==> src/rgb_led_blink_breathe_driver_defines.svh <==
// ---------------------------------------------------------------------------
// Assertion macros for the RGB LED driver
// Concurrent checks on clk, disabled while rst_n is low.
// ---------------------------------------------------------------------------
`ifndef RGB_LED_BLINK_BREATHE_DRIVER_DEFINES_SVH
`define RGB_LED_BLINK_BREATHE_DRIVER_DEFINES_SVH

`ifndef ASSERT_OFF
// Same-cycle implication
`define RGBD_ASSERT_IMP(lbl, ante, cons, msg) \
    lbl: assert property (@(posedge clk) disable iff (!rst_n) (ante) |-> (cons)) \
        else $error(msg);
// Next-cycle implication
`define RGBD_ASSERT_NXT(lbl, ante, cons, msg) \
    lbl: assert property (@(posedge clk) disable iff (!rst_n) (ante) |=> (cons)) \
        else $error(msg);
`else
`define RGBD_ASSERT_IMP(lbl, ante, cons, msg)
`define RGBD_ASSERT_NXT(lbl, ante, cons, msg)
`endif

`endif

==> src/rgbd_pkg.sv <==
`timescale 1ns / 1ps
// ---------------------------------------------------------------------------
// rgbd_pkg
// Shared types, codes and the cosine table builder for the RGB LED driver.
// ---------------------------------------------------------------------------
package rgbd_pkg;

    // Command codes on the input channel
    typedef enum logic [1:0] {
        FUNC_TICK  = 2'd0,
        FUNC_SET   = 2'd1,
        FUNC_BLINK = 2'd2,
        FUNC_PULSE = 2'd3
    } func_t;

    // Configuration register indexes
    localparam logic CFG_BLINK_TIME = 1'b0;
    localparam logic CFG_PULSE_STEP = 1'b1;

    localparam logic [15:0] BLINK_TIME_RESET = 16'd200;
    localparam logic [15:0] PULSE_STEP_RESET = 16'd33;

    // Work for the back end: show a colour as is, or evaluate the wave
    typedef enum logic {
        OP_DIRECT = 1'b0,
        OP_WAVE   = 1'b1
    } op_kind_t;

    // colour[0] red, [1] green, [2] blue; intensity for direct, base for wave
    typedef struct packed {
        op_kind_t        kind;
        logic [2:0][7:0] colour;
    } op_t;

    localparam int OP_BITS = $bits(op_t);

    // Q1.15 scale and wave divider
    localparam int          COS_SCALE = 32767;
    localparam logic [23:0] ROUND_BIAS = 24'd16383;
    localparam logic [15:0] DIV_CONST  = 16'd32767;

    // Q30 constants for the table builder
    localparam int     Q30_BITS    = 30;
    localparam longint Q30_ONE     = 64'sd1073741824;
    localparam longint Q30_HALF_PI = 64'sd1686629713;

    // Taylor denominators a*(a+1)
    localparam longint COS_DIV [8] = '{2, 12, 30, 56, 90, 132, 182, 240};
    localparam longint SIN_DIV [8] = '{6, 20, 42, 72, 110, 156, 210, 272};

    // Cosine series in Q30, x in [0, pi/2)
    function automatic longint cos_series(input longint x);
        longint term;
        longint sum;
        term = Q30_ONE;
        sum  = term;
        for (int n = 0; n < 8; n++) begin
            term = (term * x) / Q30_ONE;
            term = (term * x) / Q30_ONE;
            term = -term / COS_DIV[n];
            sum  = sum + term;
        end
        return sum;
    endfunction

    // Sine series in Q30, x in [0, pi/2)
    function automatic longint sin_series(input longint x);
        longint term;
        longint sum;
        term = x;
        sum  = term;
        for (int n = 0; n < 8; n++) begin
            term = (term * x) / Q30_ONE;
            term = (term * x) / Q30_ONE;
            term = -term / SIN_DIV[n];
            sum  = sum + term;
        end
        return sum;
    endfunction

    // Table entry k as 32767 + cos in Q1.15, range 0..65534; used at elaboration
    function automatic int cos_rom_offset(input int k, input int table_bits);
        int     qb;
        int     q;
        int     r;
        longint x;
        longint v;
        longint mag;
        longint c;
        qb = table_bits - 2;
        q  = (k >> qb) & 3;
        r  = k & ((1 << qb) - 1);
        x  = (longint'(r) * Q30_HALF_PI) >>> qb;
        case (q)
            0:       v = cos_series(x);
            1:       v = -sin_series(x);
            2:       v = -cos_series(x);
            default: v = sin_series(x);
        endcase
        mag = (v < 0) ? -v : v;
        mag = (mag * COS_SCALE + (Q30_ONE >>> 1)) >>> Q30_BITS;
        if (mag > COS_SCALE) mag = COS_SCALE;
        c = (v < 0) ? -mag : mag;
        return int'(COS_SCALE + c);
    endfunction

endpackage

==> src/rgbd_ifs.sv <==
`timescale 1ns / 1ps
// ---------------------------------------------------------------------------
// RGB LED driver channel interfaces
// Command input, LED duty output and configuration write channels.
// ---------------------------------------------------------------------------

// Command channel: tick or colour command
interface rgbd_cmd_if;
    logic       valid;
    logic       ready;
    logic [1:0] func;
    logic [7:0] red;
    logic [7:0] green;
    logic [7:0] blue;

    modport source (output valid, func, red, green, blue, input ready);
    modport sink   (input valid, func, red, green, blue, output ready);
endinterface

// LED channel: inverted PWM duties
interface rgbd_led_if;
    logic       valid;
    logic       ready;
    logic [7:0] duty_red;
    logic [7:0] duty_green;
    logic [7:0] duty_blue;

    modport source (output valid, duty_red, duty_green, duty_blue, input ready);
    modport sink   (input valid, duty_red, duty_green, duty_blue, output ready);
endinterface

// Configuration write channel
interface rgbd_cfg_if;
    logic        valid;
    logic        ready;
    logic        addr;
    logic [15:0] data;

    modport source (output valid, addr, data, input ready);
    modport sink   (input valid, addr, data, output ready);
endinterface

==> src/rgb_led_blink_breathe_driver.sv <==
`timescale 1ns / 1ps
// ---------------------------------------------------------------------------
// rgb_led_blink_breathe_driver
// Active-low RGB LED driver with steady colour, one-shot blink and breathing.
// ---------------------------------------------------------------------------
// Throughput: one transaction per cycle; items with no result retire at once.
// Each result passes the queue, then the registered cosine lookup, multiply
// and divide-and-invert stages before it is valid on the LED channel.
// A stalled output stops the whole back end; the input stalls once the queue fills.
// Reset: asynchronous, clears blink/pulse state, queue and pipeline valids;
// blink_time returns to 200 and pulse_step to 33.
// ---------------------------------------------------------------------------
`include "rgb_led_blink_breathe_driver_defines.svh"

module rgb_led_blink_breathe_driver
    import rgbd_pkg::*;
#(
    parameter int PHASE_BITS     = 16,
    parameter int COS_TABLE_BITS = 8,
    parameter int QUEUE_DEPTH    = 4
)
(
    input  logic       clk,
    input  logic       rst_n,
    rgbd_cmd_if.sink   cmd,
    rgbd_cfg_if.sink   cfg,
    rgbd_led_if.source led
);

    localparam int Q_WIDTH = OP_BITS + COS_TABLE_BITS;

    logic                      push;
    op_t                       push_op;
    logic [COS_TABLE_BITS-1:0] push_idx;
    logic                      q_full, q_empty, pop;
    logic [Q_WIDTH-1:0]        q_data;
    op_t                       q_op;
    logic [COS_TABLE_BITS-1:0] q_idx;
    logic                      set_accept;
    logic                      pulse_start;

    // Command front end
    rgbd_front #(
        .PHASE_BITS     (PHASE_BITS),
        .COS_TABLE_BITS (COS_TABLE_BITS)
    ) u_front (
        .clk      (clk),
        .rst_n    (rst_n),
        .cmd      (cmd),
        .cfg      (cfg),
        .q_full   (q_full),
        .push     (push),
        .push_op  (push_op),
        .push_idx (push_idx)
    );

    // Work queue
    rgbd_fifo #(
        .WIDTH (Q_WIDTH),
        .DEPTH (QUEUE_DEPTH)
    ) u_fifo (
        .clk       (clk),
        .rst_n     (rst_n),
        .push      (push),
        .push_data ({push_op, push_idx}),
        .pop       (pop),
        .pop_data  (q_data),
        .full      (q_full),
        .empty     (q_empty)
    );

    assign q_op  = op_t'(q_data[Q_WIDTH-1 -: OP_BITS]);
    assign q_idx = q_data[COS_TABLE_BITS-1:0];

    // Wave and duty back end
    rgbd_back #(
        .COS_TABLE_BITS (COS_TABLE_BITS)
    ) u_back (
        .clk     (clk),
        .rst_n   (rst_n),
        .q_empty (q_empty),
        .q_op    (q_op),
        .q_idx   (q_idx),
        .pop     (pop),
        .led     (led)
    );

    // Accepted commands of interest to the checks
    assign set_accept  = cmd.valid && cmd.ready && cmd.func == FUNC_SET;
    assign pulse_start = cmd.valid && cmd.ready && cmd.func == FUNC_PULSE &&
                         (cmd.red != 8'd0 || cmd.green != 8'd0 || cmd.blue != 8'd0);

    // Checks
    `RGBD_ASSERT_IMP(a_push_room, push, !q_full, "work pushed into a full queue")
    `RGBD_ASSERT_IMP(a_set_pushes, set_accept, push, "set colour produced no work")
    `RGBD_ASSERT_IMP(a_pulse_start_quiet, pulse_start, !push, "pulse start produced a result")
    `RGBD_ASSERT_NXT(a_push_not_empty, push, !q_empty, "queue empty after a push")

endmodule

==> src/rgbd_front.sv <==
`timescale 1ns / 1ps
// ---------------------------------------------------------------------------
// rgbd_front
// Accepts commands and ticks, keeps blink/pulse state and queues LED work.
// ---------------------------------------------------------------------------
module rgbd_front
    import rgbd_pkg::*;
#(
    parameter int PHASE_BITS     = 16,
    parameter int COS_TABLE_BITS = 8
)
(
    input  logic                      clk,
    input  logic                      rst_n,
    rgbd_cmd_if.sink                  cmd,
    rgbd_cfg_if.sink                  cfg,
    input  logic                      q_full,
    output logic                      push,
    output op_t                       push_op,
    output logic [COS_TABLE_BITS-1:0] push_idx
);

    logic [15:0]           blink_time_val_reg;
    logic [15:0]           pulse_step_reg;
    logic                  blink_on_reg, blink_on_next;
    logic [15:0]           blink_elapsed_reg, blink_elapsed_next;
    logic                  pulse_on_reg, pulse_on_next;
    logic [PHASE_BITS-1:0] phase_reg, phase_next;
    logic [2:0][7:0]       base_reg, base_next;
    logic [15:0]           elapsed_inc;
    logic                  accept;
    logic [2:0][7:0]       cmd_colour;

    assign cmd.ready  = !q_full;
    assign cfg.ready  = 1'b1;
    assign accept     = cmd.valid && cmd.ready;
    assign cmd_colour = {cmd.blue, cmd.green, cmd.red};

    assign elapsed_inc = (blink_elapsed_reg == 16'hFFFF) ? blink_elapsed_reg
                                                         : blink_elapsed_reg + 16'd1;

    // Classify the transaction and work out the next state
    always_comb
    begin
        blink_on_next      = blink_on_reg;
        blink_elapsed_next = blink_elapsed_reg;
        pulse_on_next      = pulse_on_reg;
        phase_next         = phase_reg;
        base_next          = base_reg;
        push               = 1'b0;
        push_op.kind       = OP_DIRECT;
        push_op.colour     = '0;
        if (accept)
        begin
            case (func_t'(cmd.func))
                FUNC_TICK:
                begin
                    if (blink_on_reg)
                    begin
                        blink_elapsed_next = elapsed_inc;
                        if (elapsed_inc >= blink_time_val_reg)
                        begin
                            blink_on_next = 1'b0;
                            push          = 1'b1;
                        end
                    end
                    else if (pulse_on_reg)
                    begin
                        phase_next     = phase_reg + PHASE_BITS'(pulse_step_reg);
                        push           = 1'b1;
                        push_op.kind   = OP_WAVE;
                        push_op.colour = base_reg;
                    end
                end
                FUNC_SET:
                begin
                    push           = 1'b1;
                    push_op.colour = cmd_colour;
                end
                FUNC_BLINK:
                begin
                    blink_on_next      = 1'b1;
                    blink_elapsed_next = '0;
                    pulse_on_next      = 1'b0;
                    push               = 1'b1;
                    push_op.colour     = cmd_colour;
                end
                FUNC_PULSE:
                begin
                    blink_on_next = 1'b0;
                    if (cmd_colour == '0)
                    begin
                        pulse_on_next = 1'b0;
                        base_next     = '0;
                        push          = 1'b1;
                    end
                    else
                    begin
                        pulse_on_next = 1'b1;
                        phase_next    = {1'b1, {(PHASE_BITS-1){1'b0}}};
                        base_next     = cmd_colour;
                    end
                end
                default:
                begin
                    push = 1'b0;
                end
            endcase
        end
    end

    // Cosine table index from the new phase
    if (PHASE_BITS >= COS_TABLE_BITS)
    begin : g_idx_down
        assign push_idx = phase_next[PHASE_BITS-1 -: COS_TABLE_BITS];
    end
    else
    begin : g_idx_up
        assign push_idx = {phase_next, {(COS_TABLE_BITS-PHASE_BITS){1'b0}}};
    end

    // State and configuration registers
    always_ff @(posedge clk or negedge rst_n)
    begin
        if (!rst_n)
        begin
            blink_time_val_reg <= BLINK_TIME_RESET;
            pulse_step_reg     <= PULSE_STEP_RESET;
            blink_on_reg       <= 1'b0;
            blink_elapsed_reg  <= '0;
            pulse_on_reg       <= 1'b0;
            phase_reg          <= '0;
            base_reg           <= '0;
        end
        else
        begin
            if (cfg.valid && cfg.ready)
            begin
                if (cfg.addr == CFG_BLINK_TIME) blink_time_val_reg <= cfg.data;
                if (cfg.addr == CFG_PULSE_STEP) pulse_step_reg     <= cfg.data;
            end
            blink_on_reg      <= blink_on_next;
            blink_elapsed_reg <= blink_elapsed_next;
            pulse_on_reg      <= pulse_on_next;
            phase_reg         <= phase_next;
            base_reg          <= base_next;
        end
    end

endmodule

==> src/rgbd_fifo.sv <==
`timescale 1ns / 1ps
// ---------------------------------------------------------------------------
// rgbd_fifo
// Small register queue between the command front end and the wave back end.
// ---------------------------------------------------------------------------
module rgbd_fifo
#(
    parameter int WIDTH = 8,
    parameter int DEPTH = 4
)
(
    input  logic             clk,
    input  logic             rst_n,
    input  logic             push,
    input  logic [WIDTH-1:0] push_data,
    input  logic             pop,
    output logic [WIDTH-1:0] pop_data,
    output logic             full,
    output logic             empty
);

    localparam int PTR_BITS = (DEPTH > 1) ? $clog2(DEPTH) : 1;
    localparam int CNT_BITS = $clog2(DEPTH + 1);

    logic [WIDTH-1:0]    mem_reg [DEPTH];
    logic [PTR_BITS-1:0] wr_ptr_reg, rd_ptr_reg;
    logic [CNT_BITS-1:0] count_reg;
    logic                do_push, do_pop;

    assign full     = (count_reg == CNT_BITS'(DEPTH));
    assign empty    = (count_reg == '0);
    assign do_push  = push && !full;
    assign do_pop   = pop && !empty;
    assign pop_data = mem_reg[rd_ptr_reg];

    // Storage
    always_ff @(posedge clk)
    begin
        if (do_push) mem_reg[wr_ptr_reg] <= push_data;
    end

    // Pointers and fill count
    always_ff @(posedge clk or negedge rst_n)
    begin
        if (!rst_n)
        begin
            wr_ptr_reg <= '0;
            rd_ptr_reg <= '0;
            count_reg  <= '0;
        end
        else
        begin
            if (do_push)
                wr_ptr_reg <= (wr_ptr_reg == PTR_BITS'(DEPTH - 1)) ? '0 : wr_ptr_reg + 1'b1;
            if (do_pop)
                rd_ptr_reg <= (rd_ptr_reg == PTR_BITS'(DEPTH - 1)) ? '0 : rd_ptr_reg + 1'b1;
            if (do_push && !do_pop)
                count_reg <= count_reg + 1'b1;
            else if (do_pop && !do_push)
                count_reg <= count_reg - 1'b1;
        end
    end

endmodule

==> src/rgbd_back.sv <==
`timescale 1ns / 1ps
// ---------------------------------------------------------------------------
// rgbd_back
// Three-stage pipeline: cosine lookup, scale multiply, divide and invert.
// ---------------------------------------------------------------------------
module rgbd_back
    import rgbd_pkg::*;
#(
    parameter int COS_TABLE_BITS = 8
)
(
    input  logic                      clk,
    input  logic                      rst_n,
    input  logic                      q_empty,
    input  op_t                       q_op,
    input  logic [COS_TABLE_BITS-1:0] q_idx,
    output logic                      pop,
    rgbd_led_if.source                led
);

    localparam int LUT_SIZE = 2 ** COS_TABLE_BITS;

    // Cosine table, 32767 + cos in Q1.15
    logic [15:0] cos_lut [LUT_SIZE];
    for (genvar k = 0; k < LUT_SIZE; k++)
    begin : g_lut
        assign cos_lut[k] = 16'(cos_rom_offset(k, COS_TABLE_BITS));
    end

    logic                 en;
    logic                 s1_v_reg, s2_v_reg, out_v_reg;
    op_t                  s1_op_reg;
    logic [15:0]          s1_cos_reg;
    op_kind_t             s2_kind_reg;
    logic [2:0][7:0]      s2_colour_reg;
    logic [2:0][22:0]     s2_prod_reg;
    logic [2:0][7:0]      intensity;
    logic [2:0][7:0]      duty_reg;

    // Whole pipe advances unless the output holds an untaken result
    assign en  = !out_v_reg || led.ready;
    assign pop = en && !q_empty;

    // Divide by 32767: n = q0*2^15 + lo = q0*32767 + (lo + q0)
    always_comb
    begin
        logic [23:0] n;
        logic [8:0]  q0;
        logic [15:0] rem;
        logic [8:0]  q;
        for (int ch = 0; ch < 3; ch++)
        begin
            n   = {1'b0, s2_prod_reg[ch]} + ROUND_BIAS;
            q0  = n[23:15];
            rem = {1'b0, n[14:0]} + {7'b0, q0};
            q   = q0 + {8'b0, (rem >= DIV_CONST)};
            intensity[ch] = (s2_kind_reg == OP_WAVE) ? q[7:0] : s2_colour_reg[ch];
        end
    end

    // Pipeline valids
    always_ff @(posedge clk or negedge rst_n)
    begin
        if (!rst_n)
        begin
            s1_v_reg  <= 1'b0;
            s2_v_reg  <= 1'b0;
            out_v_reg <= 1'b0;
        end
        else if (en)
        begin
            s1_v_reg  <= !q_empty;
            s2_v_reg  <= s1_v_reg;
            out_v_reg <= s2_v_reg;
        end
    end

    // Pipeline payload
    always_ff @(posedge clk)
    begin
        if (en)
        begin
            s1_op_reg     <= q_op;
            s1_cos_reg    <= cos_lut[q_idx];
            s2_kind_reg   <= s1_op_reg.kind;
            s2_colour_reg <= s1_op_reg.colour;
            for (int ch = 0; ch < 3; ch++)
            begin
                s2_prod_reg[ch] <= s1_op_reg.colour[ch][7:1] * s1_cos_reg;
                duty_reg[ch]    <= ~intensity[ch];
            end
        end
    end

    assign led.valid      = out_v_reg;
    assign led.duty_red   = duty_reg[0];
    assign led.duty_green = duty_reg[1];
    assign led.duty_blue  = duty_reg[2];

endmodule

==> src/flat_wrapper.sv <==
// flat-port wrapper written by rule: the top's interface ports become plain ports
module rgb_led_blink_breathe_driver_flat import rgbd_pkg::*;
#(
    parameter int PHASE_BITS     = 16,
    parameter int COS_TABLE_BITS = 8,
    parameter int QUEUE_DEPTH    = 4
)
  (clk, rst_n, cmd_valid, cmd_func, cmd_red, cmd_green, cmd_blue, cmd_ready, cfg_valid, cfg_addr, cfg_data, cfg_ready, led_valid, led_duty_red, led_duty_green, led_duty_blue, led_ready);
  rgbd_cmd_if cmd_i ();
  rgbd_cfg_if cfg_i ();
  rgbd_led_if led_i ();
  input  logic clk;
  input  logic rst_n;
  input wire logic [$bits(cmd_i.valid)-1:0] cmd_valid;
  input wire logic [$bits(cmd_i.func)-1:0] cmd_func;
  input wire logic [$bits(cmd_i.red)-1:0] cmd_red;
  input wire logic [$bits(cmd_i.green)-1:0] cmd_green;
  input wire logic [$bits(cmd_i.blue)-1:0] cmd_blue;
  output wire logic [$bits(cmd_i.ready)-1:0] cmd_ready;
  input wire logic [$bits(cfg_i.valid)-1:0] cfg_valid;
  input wire logic [$bits(cfg_i.addr)-1:0] cfg_addr;
  input wire logic [$bits(cfg_i.data)-1:0] cfg_data;
  output wire logic [$bits(cfg_i.ready)-1:0] cfg_ready;
  output wire logic [$bits(led_i.valid)-1:0] led_valid;
  output wire logic [$bits(led_i.duty_red)-1:0] led_duty_red;
  output wire logic [$bits(led_i.duty_green)-1:0] led_duty_green;
  output wire logic [$bits(led_i.duty_blue)-1:0] led_duty_blue;
  input wire logic [$bits(led_i.ready)-1:0] led_ready;
  assign cmd_i.valid = cmd_valid;
  assign cmd_i.func = cmd_func;
  assign cmd_i.red = cmd_red;
  assign cmd_i.green = cmd_green;
  assign cmd_i.blue = cmd_blue;
  assign cmd_ready = cmd_i.ready;
  assign cfg_i.valid = cfg_valid;
  assign cfg_i.addr = cfg_addr;
  assign cfg_i.data = cfg_data;
  assign cfg_ready = cfg_i.ready;
  assign led_valid = led_i.valid;
  assign led_duty_red = led_i.duty_red;
  assign led_duty_green = led_i.duty_green;
  assign led_duty_blue = led_i.duty_blue;
  assign led_i.ready = led_ready;
  rgb_led_blink_breathe_driver #(.PHASE_BITS(PHASE_BITS), .COS_TABLE_BITS(COS_TABLE_BITS), .QUEUE_DEPTH(QUEUE_DEPTH)) u_core (.clk(clk), .rst_n(rst_n), .cmd(cmd_i), .cfg(cfg_i), .led(led_i));
endmodule
==> config.mk <==
export PLATFORM = sky130hd
export DESIGN_NAME = rgb_led_blink_breathe_driver_flat
export DESIGN_NICKNAME = d
export VERILOG_FILES = /design/src/rgbd_pkg.sv /design/src/rgbd_ifs.sv /design/src/rgb_led_blink_breathe_driver.sv /design/src/rgbd_front.sv /design/src/rgbd_fifo.sv /design/src/rgbd_back.sv /design/src/flat_wrapper.sv
export VERILOG_INCLUDE_DIRS = /design/src /design/src/src
export SDC_FILE = /design/constraint.sdc
export NUM_CORES = 2
export LEC_CHECK = 0
export ABC_AREA = 1
export ABC_CLOCK_PERIOD_IN_PS = 6000
export BUFFER_PORTS_ARGS = -buffer_cell sky130_fd_sc_hd__buf_4
export CAP_MARGIN = 5
export CORE_MARGIN = 3
export CORE_UTILIZATION = 35
export CTS_CLUSTER_SIZE = 20
export DETAILED_ROUTE_END_ITERATION = 16
export GPL_TIMING_DRIVEN = 1
export PLACE_DENSITY = 0.52
export SYNTH_ARGS = -nofsm -noshare
export SYNTH_HDL_FRONTEND = slang
export SYNTH_HIERARCHICAL = 1
export SYNTH_SLANG_ARGS = --single-unit
==> constraint.sdc <==
create_clock -name clk -period 6 [get_ports clk]
set_input_delay 0.3 -clock clk [delete_from_list [all_inputs] [get_ports clk]]
set_output_delay 0.3 -clock clk [all_outputs]
set_load 0.02 [all_outputs]
==> impl_results.md <==
- Result of the run: finished, final reports clean
- Setup_tns: 0 ns
- CTS Hold Buffers Added: 40
- Setup crit start kind: flop
- CP max FO: 21
- Synth Area in XOR/XNOR: 0.03306
- Post-route DRC: 0
- GR Util met3: 0.03096
- Starting density of the core: 0.3557
- Routing usage on met1: 0.2738
- Area used by multi-input combinational logic: 20010 µm²
- Layout overhead on the synthesized area: 11.66%
- Critical path buffer and inverter count: 1
- Longest Clk Path Bufs: 3
- Hpwl dp: 75.79 mm
- Reg2reg start: u_core/u_back/s1_cos_reg[6]$_DFFE_PN_
- Wire length of the first global-routing pass: 162.6 mm
- Final period util: 0.8585
- I/O pin total: 75
- Max-cap viol count: 0
- Tmin final: 5.151 ns
- Clock transition at the registers of the reported paths: 0.06 ns
- Later-pin clock latency in the skew report: 0.64 ns
- Clock root buffer: sky130_fd_sc_hd__clkbuf_16
- Dominant cell type by area after synthesis: sky130_fd_sc_hd__edfxtp_1
- Avg Synthesized Cell Area: 8.016 µm²
- Ranking of synthesized cells by instance count: sky130_fd_sc_hd__nand2_1, sky130_fd_sc_hd__inv_1, sky130_fd_sc_hd__edfxtp_1, sky130_fd_sc_hd__nor2_1, sky130_fd_sc_hd__ha_1
- Max Transition Viols Final: 0
- Number of antenna violations at the first check in global routing: 2
- Number of placement rows: 114
- Simple-Gate Fraction of Synth Area: 0.2235
- Overall die area: 103000 µm²
- Via count of the first global-routing pass: 28670
- Largest family of logic cells by synthesized area: simple AND/OR/NAND/NOR gates
- Levels on crit path: 16
- Max reg flops: 132
- Count of instances resized after the clock tree is built: 0
- RePlAce Congestion: 0.9926
- Area fraction of the dominant cell type after synthesis: 0.2518
- Crit. End Element: flop
- Measured slew at the worst slew-check pin: 0.9710 ns
- Headroom to the max-slew limit: 0.3520
- Data arrival, critical path: 5.52 ns
- Wirelength, routed: 101.0 mm
- Slowest cell on crit path: sky130_fd_sc_hd__edfxtp_1
- Number of endpoints with negative hold slack in the final report: 0
- R2R cell count: 16
- Net count after synthesis: 4806
- Worst path top cell family by delay: adder cells
- Level count of the clock H-tree: 2
- Type of the tightest min-delay check: in -> reg
- Setup slack on the worst flop-to-flop path: 0.85 ns
- FMAX: 194.1 MHz
- DRT antenna net count: 0
- Layout fillers: 10060
- Cell depth of the worst min-delay path: 4
- TritonCTS clock tree: yes
- Chip width: 320.9 µm
- Post-CTS setup repair buffer count: 0
- Post-Synth Adder-Cell Area: 0.2005
- Global routing's busiest layer: met2
- Setup repair after global routing missed its margin: no
- Largest cells by area after synthesis: sky130_fd_sc_hd__edfxtp_1, sky130_fd_sc_hd__nand2_1, sky130_fd_sc_hd__fa_1
- # nets final: 4869
- Dominant synthesized flop cell: sky130_fd_sc_hd__edfxtp_1
- Post-detailed-route wirelength per cell: 17.68 µm
- Clock skew after layout: 0.04108 ns
- Number of buffers added on ports: 73
- Number of enable-type register cells in the synthesized netlist: 291
- Worst Hold Endpoint: u_core/u_back/s1_v_reg$_DFFE_PN0N_
- Clock sink count: 391
- Inserted Clock Buffers: 48
- Share of cell area taken by muxes after synthesis: 0.002019
- Endpoint of the most critical register-to-register path: u_core/u_back/s2_prod_reg[43]$_DFFE_PN_
- Global Route met2 Usage: 0.3152
- Detailed-router iteration count before antenna repair: 7
- Largest net degree at the start of global routing: 77
- Via count: 28900
- Warning count from the yosys run: 6
- Critical path class: reg -> reg
- Synthesized-area fraction occupied by ao, oa, aoi and oai cells: 0.1163
- Most frequently used cell type in the post-synthesis netlist: sky130_fd_sc_hd__nand2_1
- Biggest cell delay along the critical path: 0.87 ns
- Total gr overflow: 0
- CP cell instances: nand2_1, fa_1, fa_1, inv_1, fa_1, fa_1, ha_1, a21oi_1, o21ai_0, nand2_1, nand3_1, a31oi_1, o21ai_0, a21boi_0, o21ai_0, xor2_1
- Data required time of the critical path: 6.37 ns
- Vias per Instance: 5.061
- Share of layout cells above drive strength 1: 0.08822
- Synth Instances: 4329
- Storage element area: 11250 µm²
- Overall Global Routing Usage: 0.1983
- Number of violations reported at the end of detailed-routing iteration 0: 2069
- Final setup violation count: 0
- Top cell by count, worst path: sky130_fd_sc_hd__fa_1
- Area of the mapped netlist: 34700 µm²
- Min-Delay Startpoint: led_ready
- Yosys reg bits: 391
- Core region area: 97560 µm²
- Share of synthesized flip-flops with an asynchronous set or reset: 0.2558
- Sequential area share after synthesis: 0.3241
- Die outline height: 320.9 µm
- Number of distinct library cells after synthesis: 76
-- cell families (layout without fill, tap and decap cells) --
kind of cell,after synthesis,in the layout
AND/OR/NAND/NOR,1837,1837
other,1,3
buffers and inverters,893,996
multiplexers,7,7
XOR/XNOR,125,125
adder cells (fa/ha/maj),429,429
AO/OA/AOI/OAI,646,646
flip-flops,391,391
-- through the flow --
step	area, µm²	hold slack (ns)	setup WS (ns)	std cells	utilization
2_1_floorplan	34700	0.004409	1.290	4329	-
3_3_place_gp	36630	0.3713	0.8646	5578	0.3754
3_5_place_dp	36630	0.3653	0.7981	5578	0.3754
4_1_cts	38750	0.004356	0.7928	5708	0.3971
5_1_grt	38750	0.04633	0.3157	5708	0.3971
6_report	38750	0.04699	0.8488	5710	0.3972
-- per-layer routing --
metal | wire length (µm) | part of all wire
met5 | 0 | 0
met4 | 3876 | 0.038
met3 | 5735 | 0.057
met2 | 44990 | 0.45
met1 | 46380 | 0.46
-- placed cells by master, fill, tap and decap left out, types with 21 or more instances in the layout --
cell type / instances
sky130_fd_sc_hd__a21oi_1: 191
sky130_fd_sc_hd__edfxtp_1: 291
sky130_fd_sc_hd__ha_1: 217
sky130_fd_sc_hd__o21ai_1: 21
sky130_fd_sc_hd__o211ai_2: 33
sky130_fd_sc_hd__xor2_1: 94
sky130_fd_sc_hd__xnor2_1: 27
sky130_fd_sc_hd__nor2_2: 25
sky130_fd_sc_hd__o211ai_1: 58
sky130_fd_sc_hd__a31oi_1: 24
sky130_fd_sc_hd__nand2_2: 49
sky130_fd_sc_hd__nor2_1: 274
sky130_fd_sc_hd__o21ai_0: 199
sky130_fd_sc_hd__nand4_1: 34
sky130_fd_sc_hd__clkbuf_16: 48
sky130_fd_sc_hd__buf_4: 137
sky130_fd_sc_hd__nand3_1: 183
sky130_fd_sc_hd__dfrtp_1: 94
sky130_fd_sc_hd__dlygate4sd3_1: 40
sky130_fd_sc_hd__inv_1: 708
sky130_fd_sc_hd__fa_1: 212
sky130_fd_sc_hd__nor3_1: 52
sky130_fd_sc_hd__nand2_1: 1155
-- area by class of cell --
cell class | count | area share
multi-input cells | 3045 | 0.5163
flip-flops and latches | 391 | 0.2903
inverters | 729 | 0.07087
well taps | 1276 | 0.04120
repair buffers | 177 | 0.03687
clock buffers | 58 | 0.03248
clock inverters | 32 | 0.01182
diodes | 2 | 0.0001292
-- worst max-delay path by stage --
stage                     slack, ns                                   from                                       to
after global placement         0.86  u_core/u_back/s1_cos_reg[6]$_DFFE_PN_  u_core/u_back/s2_prod_reg[68]$_DFFE_PN_
after floorplan                1.29  u_core/u_back/s1_op_reg[10]$_DFFE_PN_  u_core/u_back/s2_prod_reg[43]$_DFFE_PN_
final                          0.85  u_core/u_back/s1_cos_reg[6]$_DFFE_PN_  u_core/u_back/s2_prod_reg[43]$_DFFE_PN_
after CTS                      0.79  u_core/u_back/s1_cos_reg[6]$_DFFE_PN_  u_core/u_back/s2_prod_reg[43]$_DFFE_PN_
after global routing           0.32  u_core/u_back/s1_cos_reg[6]$_DFFE_PN_  u_core/u_back/s2_prod_reg[43]$_DFFE_PN_
after detailed placement       0.80  u_core/u_back/s1_cos_reg[6]$_DFFE_PN_  u_core/u_back/s2_prod_reg[43]$_DFFE_PN_
-- worst min-delay path, stage by stage --
cell and delay [ns]:
sky130_fd_sc_hd__buf_4 0.08, sky130_fd_sc_hd__nor2_1 0.11, sky130_fd_sc_hd__nand2_1 0.08, sky130_fd_sc_hd__o21ai_0 0.07
Power is left out: the tool's default activity adds up to more than one toggle a clock period on the data nets, which glitch-free logic cannot reach.
